File: config.mk
export PLATFORM = sky130hd
export DESIGN_NAME = ffha_ctrl
export DESIGN_NICKNAME = d
export VERILOG_FILES = /design/src/rtl/ffha_pkg.sv /design/src/rtl/ffha_ctrl.sv
export SDC_FILE = /design/constraint.sdc
export NUM_CORES = 1
export LEC_CHECK = 0
export ABC_AREA = 1
export BUFFER_PORTS_ARGS = -buffer_cell sky130_fd_sc_hd__clkbuf_2
export CORE_ASPECT_RATIO = 1.75
export CORE_MARGIN = 2
export CORE_UTILIZATION = 58
export CTS_CLUSTER_SIZE = 24
export DETAILED_ROUTE_END_ITERATION = 8
export GPL_TIMING_DRIVEN = 0
export PLACE_DENSITY_LB_ADDON = 0.1
export SYNTH_ARGS = -nofsm -noshare
export SYNTH_HDL_FRONTEND = slang
export SYNTH_SLANG_ARGS = --single-unit
File: constraint.sdc
create_clock -name clk -period 2.3 [get_ports clk]
set_clock_uncertainty 0.05 [all_clocks]
set_input_delay 0.115 -clock clk [delete_from_list [all_inputs] [get_ports clk]]
set_output_delay 0.115 -clock clk [all_outputs]
set_load 0.03 [all_outputs]
File: src/rtl/ffha_pkg.sv
// Shared types and codes for the first-fit heap allocator.
// Used by the controller, the datapath and the top level; no dependencies.
package ffha_pkg;

	// operation codes on the request channel
	localparam logic [1:0] OP_ALLOC = 2'd0;
	localparam logic [1:0] OP_FREE  = 2'd1;
	localparam logic [1:0] OP_TRIM  = 2'd2;

	// status codes on the result channel
	localparam logic [1:0] ST_DONE    = 2'd0;
	localparam logic [1:0] ST_REFUSED = 2'd1;
	localparam logic [1:0] ST_IGNORED = 2'd2;

	// result offset width, fixed by the result format
	localparam int RES_W = 12;

	// operand selects for addresses and written field values
	localparam logic [2:0] SEL_P    = 3'd0;
	localparam logic [2:0] SEL_P2   = 3'd1;
	localparam logic [2:0] SEL_X    = 3'd2;
	localparam logic [2:0] SEL_Y    = 3'd3;
	localparam logic [2:0] SEL_PV   = 3'd4;
	localparam logic [2:0] SEL_LF   = 3'd5;
	localparam logic [2:0] SEL_END  = 3'd6;
	localparam logic [2:0] SEL_ZERO = 3'd7;

	// register load operations
	localparam logic [3:0] LD_NONE     = 4'd0;
	localparam logic [3:0] LD_START    = 4'd1;
	localparam logic [3:0] LD_X_RNEXT  = 4'd2;
	localparam logic [3:0] LD_Y_RNEXT  = 4'd3;
	localparam logic [3:0] LD_PV_RPREV = 4'd4;
	localparam logic [3:0] LD_P_X      = 4'd5;
	localparam logic [3:0] LD_P2       = 4'd6;
	localparam logic [3:0] LD_LF_P     = 4'd7;
	localparam logic [3:0] LD_LF_PV    = 4'd8;
	localparam logic [3:0] LD_LF_P2    = 4'd9;
	localparam logic [3:0] LD_LF_RNEXT = 4'd10;
	localparam logic [3:0] LD_RES      = 4'd11;

	// result offset selects
	localparam logic [1:0] RS_NONE = 2'd0;
	localparam logic [1:0] RS_P    = 2'd1;
	localparam logic [1:0] RS_DATA = 2'd2;

	// command from controller to datapath
	typedef struct packed {
		logic       rd;
		logic [2:0] asel;
		logic       wr;
		logic [2:0] wsel;
		logic       set_next;
		logic [2:0] nsel;
		logic       set_prev;
		logic [2:0] psel;
		logic       set_used;
		logic       used_val;
		logic [3:0] ld;
		logic [1:0] st;
		logic [1:0] rsel;
		logic       push;
	} cmd_t;

	// status from datapath to controller
	typedef struct packed {
		logic [1:0] op;
		logic       zero_req;
		logic       big;
		logic       bad_off;
		logic       in_lim;
		logic       fit;
		logic       split;
		logic       gt;
		logic       eq;
		logic       used;
		logic       rnext_le_lf;
		logic       x_le_p;
		logic       x_is_end;
		logic       y_is_end;
		logic       x_eq_p;
		logic       pv_eq_p;
		logic       lf_eq_x;
		logic       lf_eq_p;
		logic       lf_is_end;
		logic       p_lt_lf;
		logic       p2_lt_lf;
		logic       p_eq_lf;
		logic       out_free;
	} flags_t;

endpackage

File: src/rtl/ffha_ctrl.sv
// Sequencer for the allocator: walks allocate, free and trim as steps of
// header reads and read-modify-writes. Depends on ffha_pkg.
module ffha_ctrl import ffha_pkg::*; (
	input  logic   clk,
	input  logic   arst_n,
	input  logic   s_tvalid,
	output logic   s_tready,
	input  flags_t flg,
	output cmd_t   cmd
);

	localparam logic [5:0] S_INIT0 = 6'd0;
	localparam logic [5:0] S_INIT1 = 6'd1;
	localparam logic [5:0] S_IDLE  = 6'd2;
	localparam logic [5:0] S_DISP  = 6'd3;
	localparam logic [5:0] S_A_RD  = 6'd4;
	localparam logic [5:0] S_A_CHK = 6'd5;
	localparam logic [5:0] S_A_DEC = 6'd6;
	localparam logic [5:0] S_A_P2  = 6'd7;
	localparam logic [5:0] S_A_W2  = 6'd8;
	localparam logic [5:0] S_A_WP  = 6'd9;
	localparam logic [5:0] S_A_RX  = 6'd10;
	localparam logic [5:0] S_A_WX  = 6'd11;
	localparam logic [5:0] S_A_NS  = 6'd12;
	localparam logic [5:0] S_A_LF  = 6'd13;
	localparam logic [5:0] S_L_RD  = 6'd14;
	localparam logic [5:0] S_L_CHK = 6'd15;
	localparam logic [5:0] S_F_RD  = 6'd16;
	localparam logic [5:0] S_F_CHK = 6'd17;
	localparam logic [5:0] S_F_W   = 6'd18;
	localparam logic [5:0] S_F_M1  = 6'd19;
	localparam logic [5:0] S_F_M2  = 6'd20;
	localparam logic [5:0] S_F_M3  = 6'd21;
	localparam logic [5:0] S_F_M4  = 6'd22;
	localparam logic [5:0] S_F_M5  = 6'd23;
	localparam logic [5:0] S_F_M6  = 6'd24;
	localparam logic [5:0] S_F_P   = 6'd25;
	localparam logic [5:0] S_F_P1  = 6'd26;
	localparam logic [5:0] S_F_P2  = 6'd27;
	localparam logic [5:0] S_F_P3  = 6'd28;
	localparam logic [5:0] S_F_P4  = 6'd29;
	localparam logic [5:0] S_F_P5  = 6'd30;
	localparam logic [5:0] S_F_P6  = 6'd31;
	localparam logic [5:0] S_F_P7  = 6'd32;
	localparam logic [5:0] S_F_P8  = 6'd33;
	localparam logic [5:0] S_F_P9  = 6'd34;
	localparam logic [5:0] S_T_RD  = 6'd35;
	localparam logic [5:0] S_T_CHK = 6'd36;
	localparam logic [5:0] S_T_C2  = 6'd37;
	localparam logic [5:0] S_T_RX  = 6'd38;
	localparam logic [5:0] S_T_C3  = 6'd39;
	localparam logic [5:0] S_T_A1  = 6'd40;
	localparam logic [5:0] S_T_A3  = 6'd41;
	localparam logic [5:0] S_T_A4  = 6'd42;
	localparam logic [5:0] S_T_A5  = 6'd43;
	localparam logic [5:0] S_T_A6  = 6'd44;
	localparam logic [5:0] S_T_B1  = 6'd45;
	localparam logic [5:0] S_T_B2  = 6'd46;
	localparam logic [5:0] S_T_B3  = 6'd47;
	localparam logic [5:0] S_T_B4  = 6'd48;
	localparam logic [5:0] S_T_B5  = 6'd49;
	localparam logic [5:0] S_OUT   = 6'd50;

	logic [5:0] state_q, state_d;

	assign s_tready = (state_q == S_IDLE);

	always_ff @(posedge clk or negedge arst_n) begin
		if (!arst_n) begin
			state_q <= S_INIT0;
		end else begin
			state_q <= state_d;
		end
	end

	// next state and command
	always_comb begin
		state_d = state_q;
		cmd = '0;
		case (state_q)
			// write the first and end headers after reset
			S_INIT0: begin
				cmd.wr = 1'b1; cmd.wsel = SEL_ZERO;
				cmd.set_next = 1'b1; cmd.nsel = SEL_END;
				cmd.set_prev = 1'b1; cmd.psel = SEL_ZERO;
				cmd.set_used = 1'b1; cmd.used_val = 1'b0;
				state_d = S_INIT1;
			end
			S_INIT1: begin
				cmd.wr = 1'b1; cmd.wsel = SEL_END;
				cmd.set_next = 1'b1; cmd.nsel = SEL_END;
				cmd.set_prev = 1'b1; cmd.psel = SEL_END;
				cmd.set_used = 1'b1; cmd.used_val = 1'b1;
				state_d = S_IDLE;
			end
			S_IDLE: begin
				if (s_tvalid) begin
					cmd.ld = LD_START;
					state_d = S_DISP;
				end
			end
			// check the request before touching the store
			S_DISP: begin
				case (flg.op)
					OP_ALLOC: begin
						if (flg.zero_req || flg.big) begin
							cmd.ld = LD_RES; cmd.st = ST_REFUSED;
							state_d = S_OUT;
						end else begin
							state_d = S_A_RD;
						end
					end
					OP_FREE: begin
						if (flg.bad_off) begin
							cmd.ld = LD_RES; cmd.st = ST_IGNORED;
							state_d = S_OUT;
						end else begin
							state_d = S_F_RD;
						end
					end
					OP_TRIM: begin
						if (flg.big) begin
							cmd.ld = LD_RES; cmd.st = ST_REFUSED;
							state_d = S_OUT;
						end else if (flg.bad_off) begin
							cmd.ld = LD_RES; cmd.st = ST_IGNORED;
							state_d = S_OUT;
						end else begin
							state_d = S_T_RD;
						end
					end
					default: begin
						cmd.ld = LD_RES; cmd.st = ST_IGNORED;
						state_d = S_OUT;
					end
				endcase
			end
			// allocate: first-fit walk
			S_A_RD: begin
				if (flg.in_lim) begin
					cmd.rd = 1'b1; cmd.asel = SEL_P;
					state_d = S_A_CHK;
				end else begin
					cmd.ld = LD_RES; cmd.st = ST_REFUSED;
					state_d = S_OUT;
				end
			end
			S_A_CHK: begin
				cmd.ld = LD_X_RNEXT;
				state_d = S_A_DEC;
			end
			S_A_DEC: begin
				if (!flg.used && flg.fit) begin
					state_d = flg.split ? S_A_P2 : S_A_NS;
				end else if (flg.x_le_p) begin
					cmd.ld = LD_RES; cmd.st = ST_REFUSED;
					state_d = S_OUT;
				end else begin
					cmd.ld = LD_P_X;
					state_d = S_A_RD;
				end
			end
			S_A_P2: begin
				cmd.ld = LD_P2;
				state_d = S_A_W2;
			end
			S_A_W2: begin
				cmd.wr = 1'b1; cmd.wsel = SEL_P2;
				cmd.set_next = 1'b1; cmd.nsel = SEL_X;
				cmd.set_prev = 1'b1; cmd.psel = SEL_P;
				cmd.set_used = 1'b1; cmd.used_val = 1'b0;
				state_d = S_A_WP;
			end
			S_A_WP: begin
				cmd.wr = 1'b1; cmd.wsel = SEL_P;
				cmd.set_next = 1'b1; cmd.nsel = SEL_P2;
				cmd.set_used = 1'b1; cmd.used_val = 1'b1;
				state_d = flg.x_is_end ? S_A_LF : S_A_RX;
			end
			S_A_RX: begin
				cmd.rd = 1'b1; cmd.asel = SEL_X;
				state_d = S_A_WX;
			end
			S_A_WX: begin
				cmd.wr = 1'b1; cmd.wsel = SEL_X;
				cmd.set_prev = 1'b1; cmd.psel = SEL_P2;
				state_d = S_A_LF;
			end
			S_A_NS: begin
				cmd.wr = 1'b1; cmd.wsel = SEL_P;
				cmd.set_used = 1'b1; cmd.used_val = 1'b1;
				state_d = S_A_LF;
			end
			S_A_LF: begin
				if (flg.p_eq_lf) begin
					state_d = S_L_RD;
				end else begin
					cmd.ld = LD_RES; cmd.st = ST_DONE; cmd.rsel = RS_P;
					state_d = S_OUT;
				end
			end
			// advance the lowest-free pointer past used blocks
			S_L_RD: begin
				cmd.rd = 1'b1; cmd.asel = SEL_LF;
				state_d = S_L_CHK;
			end
			S_L_CHK: begin
				if (!flg.used || flg.lf_is_end || flg.rnext_le_lf) begin
					cmd.ld = LD_RES; cmd.st = ST_DONE; cmd.rsel = RS_P;
					state_d = S_OUT;
				end else begin
					cmd.ld = LD_LF_RNEXT;
					state_d = S_L_RD;
				end
			end
			// free: clear used bit
			S_F_RD: begin
				cmd.rd = 1'b1; cmd.asel = SEL_P;
				state_d = S_F_CHK;
			end
			S_F_CHK: begin
				if (!flg.used) begin
					cmd.ld = LD_RES; cmd.st = ST_IGNORED;
					state_d = S_OUT;
				end else begin
					cmd.ld = LD_X_RNEXT;
					state_d = S_F_W;
				end
			end
			S_F_W: begin
				cmd.wr = 1'b1; cmd.wsel = SEL_P;
				cmd.set_used = 1'b1; cmd.used_val = 1'b0;
				cmd.ld = flg.p_lt_lf ? LD_LF_P : LD_NONE;
				state_d = S_F_M1;
			end
			// free: merge with a free successor
			S_F_M1: begin
				if (flg.x_eq_p || flg.x_is_end) begin
					state_d = S_F_P;
				end else begin
					cmd.rd = 1'b1; cmd.asel = SEL_X;
					state_d = S_F_M2;
				end
			end
			S_F_M2: begin
				if (flg.used) begin
					state_d = S_F_P;
				end else begin
					cmd.ld = LD_Y_RNEXT;
					state_d = S_F_M3;
				end
			end
			S_F_M3: begin
				cmd.ld = flg.lf_eq_x ? LD_LF_P : LD_NONE;
				cmd.rd = 1'b1; cmd.asel = SEL_P;
				state_d = S_F_M4;
			end
			S_F_M4: begin
				cmd.wr = 1'b1; cmd.wsel = SEL_P;
				cmd.set_next = 1'b1; cmd.nsel = SEL_Y;
				state_d = S_F_M5;
			end
			S_F_M5: begin
				cmd.rd = 1'b1; cmd.asel = SEL_Y;
				state_d = S_F_M6;
			end
			S_F_M6: begin
				cmd.wr = 1'b1; cmd.wsel = SEL_Y;
				cmd.set_prev = 1'b1; cmd.psel = SEL_P;
				state_d = S_F_P;
			end
			// free: merge into a free predecessor
			S_F_P: begin
				cmd.rd = 1'b1; cmd.asel = SEL_P;
				state_d = S_F_P1;
			end
			S_F_P1: begin
				cmd.ld = LD_PV_RPREV;
				state_d = S_F_P2;
			end
			S_F_P2: begin
				if (flg.pv_eq_p) begin
					cmd.ld = LD_RES; cmd.st = ST_DONE;
					state_d = S_OUT;
				end else begin
					cmd.rd = 1'b1; cmd.asel = SEL_PV;
					state_d = S_F_P3;
				end
			end
			S_F_P3: begin
				if (flg.used) begin
					cmd.ld = LD_RES; cmd.st = ST_DONE;
					state_d = S_OUT;
				end else begin
					cmd.ld = flg.lf_eq_p ? LD_LF_PV : LD_NONE;
					state_d = S_F_P4;
				end
			end
			S_F_P4: begin
				cmd.rd = 1'b1; cmd.asel = SEL_P;
				state_d = S_F_P5;
			end
			S_F_P5: begin
				cmd.ld = LD_Y_RNEXT;
				state_d = S_F_P6;
			end
			S_F_P6: begin
				cmd.rd = 1'b1; cmd.asel = SEL_PV;
				state_d = S_F_P7;
			end
			S_F_P7: begin
				cmd.wr = 1'b1; cmd.wsel = SEL_PV;
				cmd.set_next = 1'b1; cmd.nsel = SEL_Y;
				state_d = S_F_P8;
			end
			S_F_P8: begin
				cmd.rd = 1'b1; cmd.asel = SEL_Y;
				state_d = S_F_P9;
			end
			S_F_P9: begin
				cmd.wr = 1'b1; cmd.wsel = SEL_Y;
				cmd.set_prev = 1'b1; cmd.psel = SEL_PV;
				cmd.ld = LD_RES; cmd.st = ST_DONE;
				state_d = S_OUT;
			end
			// trim: check sizes
			S_T_RD: begin
				cmd.rd = 1'b1; cmd.asel = SEL_P;
				state_d = S_T_CHK;
			end
			S_T_CHK: begin
				if (!flg.used) begin
					cmd.ld = LD_RES; cmd.st = ST_IGNORED;
					state_d = S_OUT;
				end else begin
					cmd.ld = LD_X_RNEXT;
					state_d = S_T_C2;
				end
			end
			S_T_C2: begin
				if (flg.gt) begin
					cmd.ld = LD_RES; cmd.st = ST_REFUSED;
					state_d = S_OUT;
				end else if (flg.eq) begin
					cmd.ld = LD_RES; cmd.st = ST_DONE; cmd.rsel = RS_DATA;
					state_d = S_OUT;
				end else begin
					cmd.ld = LD_P2;
					state_d = S_T_RX;
				end
			end
			S_T_RX: begin
				cmd.rd = 1'b1; cmd.asel = SEL_X;
				state_d = S_T_C3;
			end
			S_T_C3: begin
				if (!flg.used) begin
					cmd.ld = LD_Y_RNEXT;
					state_d = S_T_A1;
				end else if (flg.split) begin
					state_d = S_T_B1;
				end else begin
					cmd.ld = LD_RES; cmd.st = ST_DONE; cmd.rsel = RS_DATA;
					state_d = S_OUT;
				end
			end
			// trim: tail joins the free successor
			S_T_A1: begin
				cmd.wr = 1'b1; cmd.wsel = SEL_P2;
				cmd.set_next = 1'b1; cmd.nsel = SEL_Y;
				cmd.set_prev = 1'b1; cmd.psel = SEL_P;
				cmd.set_used = 1'b1; cmd.used_val = 1'b0;
				cmd.ld = flg.lf_eq_x ? LD_LF_P2 : LD_NONE;
				state_d = S_T_A3;
			end
			S_T_A3: begin
				cmd.rd = 1'b1; cmd.asel = SEL_P;
				state_d = S_T_A4;
			end
			S_T_A4: begin
				cmd.wr = 1'b1; cmd.wsel = SEL_P;
				cmd.set_next = 1'b1; cmd.nsel = SEL_P2;
				if (flg.y_is_end) begin
					cmd.ld = LD_RES; cmd.st = ST_DONE; cmd.rsel = RS_DATA;
					state_d = S_OUT;
				end else begin
					state_d = S_T_A5;
				end
			end
			S_T_A5: begin
				cmd.rd = 1'b1; cmd.asel = SEL_Y;
				state_d = S_T_A6;
			end
			S_T_A6: begin
				cmd.wr = 1'b1; cmd.wsel = SEL_Y;
				cmd.set_prev = 1'b1; cmd.psel = SEL_P2;
				cmd.ld = LD_RES; cmd.st = ST_DONE; cmd.rsel = RS_DATA;
				state_d = S_OUT;
			end
			// trim: tail split off as a new free block
			S_T_B1: begin
				cmd.wr = 1'b1; cmd.wsel = SEL_P2;
				cmd.set_next = 1'b1; cmd.nsel = SEL_X;
				cmd.set_prev = 1'b1; cmd.psel = SEL_P;
				cmd.set_used = 1'b1; cmd.used_val = 1'b0;
				cmd.ld = flg.p2_lt_lf ? LD_LF_P2 : LD_NONE;
				state_d = S_T_B2;
			end
			S_T_B2: begin
				cmd.rd = 1'b1; cmd.asel = SEL_P;
				state_d = S_T_B3;
			end
			S_T_B3: begin
				cmd.wr = 1'b1; cmd.wsel = SEL_P;
				cmd.set_next = 1'b1; cmd.nsel = SEL_P2;
				if (flg.x_is_end) begin
					cmd.ld = LD_RES; cmd.st = ST_DONE; cmd.rsel = RS_DATA;
					state_d = S_OUT;
				end else begin
					state_d = S_T_B4;
				end
			end
			S_T_B4: begin
				cmd.rd = 1'b1; cmd.asel = SEL_X;
				state_d = S_T_B5;
			end
			S_T_B5: begin
				cmd.wr = 1'b1; cmd.wsel = SEL_X;
				cmd.set_prev = 1'b1; cmd.psel = SEL_P2;
				cmd.ld = LD_RES; cmd.st = ST_DONE; cmd.rsel = RS_DATA;
				state_d = S_OUT;
			end
			// hand the result to the output register
			S_OUT: begin
				if (flg.out_free) begin
					cmd.push = 1'b1;
					state_d = S_IDLE;
				end
			end
			default: begin
				state_d = S_IDLE;
			end
		endcase
	end

endmodule

==> flow_summary.toml <==
[run_status]
run_status = "finished, final reports clean"

[logic_synthesis]
synthCells = 403
ys_ff_latch = 6
synthMuxAreaShare_pct = 0
synth_compound_area_share_pct = 6.50
synth-async-reset-ratio_pct = 100
synth.net_count = 430
syn_avg_cell_area_um2 = 4.68
synth_ff_type = "dfrtp_1"
synth_edf_count = 0
synth-xor-area-share_pct = 0
synth_area_um2 = 1890
synth_top_area_share_pct = 28.1
yosysWarningCount = 0
ys_types = 25
synth_area_leaders = "nand2_1, nor2_1, nand3_1"
yosys.area_share.adder_pct = 0
yosysSeqAreaShare_pct = 7.96
yosysTopAreaCell = "nand2_1"
synth_top_family_by_area = "simple AND/OR/NAND/NOR gates"
synthSimpleGateAreaFrac_pct = 73.7

[power]
ir_drop_mv = 1.10
swShare_pct = 67.2
power.switching_mw = 1.97
power_mw = 2.93
p_leak_nw = 1.64
combPwrFrac_pct = 86.7
pwr-share-seq_pct = 7.7
power_density_nw_per_um2 = 1240
p_int_mw = 0.963
clkPwrFrac_pct = 5.6

[die]
die_h_um = 79.5
start_util_pct = 60.1
io_pins = 55
rows = 27
die_x_um = 47.1
die_area_um2 = 3740
fp.coreArea_um2 = 3140

[final_layout]
most-common-layout-cells = "nand2_1, nor2_1, clkbuf_2"
top_regs = "state_q: 6 flops"
largest-register = "state_q"
final_common_cell = "nand2_1"
largest_reg_flops = 6
area_delta_synth_final_pct = 25.3
n_antenna_cell = 0
nFillCells = 309
multiInputGateArea_um2 = 1590
nNetsFinal = 493
register_area_um2 = 153
fin_cells = 507
finish.utilization_pct = 75.3
drive_gt1_share_pct = 20.3

[timing]
fmax_ghz = 0.442
fin_crit_ps = 2260
max-slew-margin-rel_pct = 67.5
setup_viol = 0
hold_ws_ps = 201
period_share_pct = 98.4
hold_viol_final = 0
finalMaxSlewViolations = 0
tightest_slew_ps = 487

[clocking]
cts_tree = "built"
htree_levels = 1
clkLatencyLatePin_ps = 230
cts_root_buf = "clkbuf_8"
cts_buffer_depth = 2
cts_buffers = 3
clock_sinks = 6
clk_pin_slew_worst_paths_ps = 40

[critical_path]
critPathMaxFanout = 8
critPathKind = "reg -> out"
end_kind = "primary output"
r2r_slack_ps = 270
worstPathRequired_ps = 2130
crit_arrival_ps = 2100
start_kind = "register"

[grt]
grt_max_degree = 11
grt_pass1_vias = 2875
grt_pass1_wl_um = 13000
antenna_found_initial = 0
overflow = 0
grt_usage_pct = 47.4

[routing]
route.met3.wl_um = 937
ant_nets = 0
wl_met2_um = 3930
highest_layer = "met4"
via_per_inst = 6.28
num_vias = 3186
drt_iter0_drc = 244
firstDrtPassIters = 6
met1_length_um = 2720
wl_per_cell_um = 16.7
routed_wl_um = 8490
drc = 0

[job]
maxCapViolCount = 0

[placed_design]
portBuffers = 54
post-dp-hpwl_um = 6730
finalWeightedCongestion = 1.18
dp_cells = 500

[worst_hold_path]
hold_class = "in -> reg"
-- cell type report --
cell class	count	area share, %
Tap cell	43	2.28
Buffer	7	1.75
Multi-Input combinational cell	340	67.0
Sequential cell	6	6.46
Timing Repair Buffer	58	12.8
Clock buffer	3	1.75
Inverter	50	7.94
-- critical path: stages, from the launching register on --
cell	delay [ps]
dfrtp_1	310
buf_2	230
nand2_1	160
inv_1	230
nand2_1	150
nor2_2	240
nand2_1	80
nand2_1	110
nor2_1	80
nand3b_1	80
clkbuf_2	200
-- logic make-up (layout without fill, tap and decap cells) --
family	after synthesis	after routing
simple gates	320	320
buf+inv	57	118
compound gates	20	20
flops	6	6
-- layer usage --
layer	GRT usage [%]	up-vias
met5	0	-
met4	39.4	0
met3	13.6	94
met2	75.9	287
met1	47.0	1370
li1	-	1435
-- metrics by stage --
| stage | setup slack [ps] | instance area [um2] | TNS [ps] |
|---|---|---|---|
| floorplan | 210 | 1890 | 0 |
| finish | 36.9 | 2360 | 0 |
| global route | -36.2 | 2360 | -59.7 |
| CTS | 1.21 | 2270 | 0 |
| global placement | 204 | 2210 | 0 |
| detailed placement | 175 | 2210 | 0 |
-- synth_stat cells, types with 2 or more instances --
cell / instances
nand3_1: 54
buf_2: 4
nor2_1: 73
nor2_2: 8
a41o_1: 2
nand2_1: 141
o211ai_1: 2
nand4_1: 19
nor3_1: 17
o21ai_0: 9
inv_1: 50
nor2_4: 2
a21oi_1: 5
dfrtp_1: 6
-- power by group through the flow --
stage | logic [mW] | clock network (mW) | registers [mW]
after floorplan | 1.67 | 0 | 0.194
after global placement | 2.29 | 0 | 0.204
after detailed placement | 2.30 | 0 | 0.208
after CTS | 2.33 | 0.159 | 0.207
after global routing | 2.68 | 0.165 | 0.229
final | 2.54 | 0.163 | 0.226
-- timing repair --
action / CTS / global route
setup buffers: 0 / 3
hold endpoints to repair: 6 / 0
pin swaps: 0 / 3
endpoints found under the setup margin: 4 / 13
resized for setup: 3 / 27
hold buffers: 1 / 0
-- worst paths after layout --
kind,startpoint,endpoint,cells past startpoint
worst min register to register,state_q[1]$_DFFE_PN0P_,state_q[4]$_DFFE_PN0P_,3
worst max register to register,state_q[5]$_DFFE_PN0P_,state_q[5]$_DFFE_PN0P_,9
max in group asynchronous,arst_n,state_q[3]$_DFFE_PN0P_,2
worst max-delay path,state_q[0]$_DFFE_PN0P_,cmd[8],10
min in group asynchronous,arst_n,state_q[2]$_DFFE_PN0P_,2
worst min-delay path,s_tvalid,state_q[0]$_DFFE_PN0P_,5
Note: power is estimated with default switching activity, not from simulation.
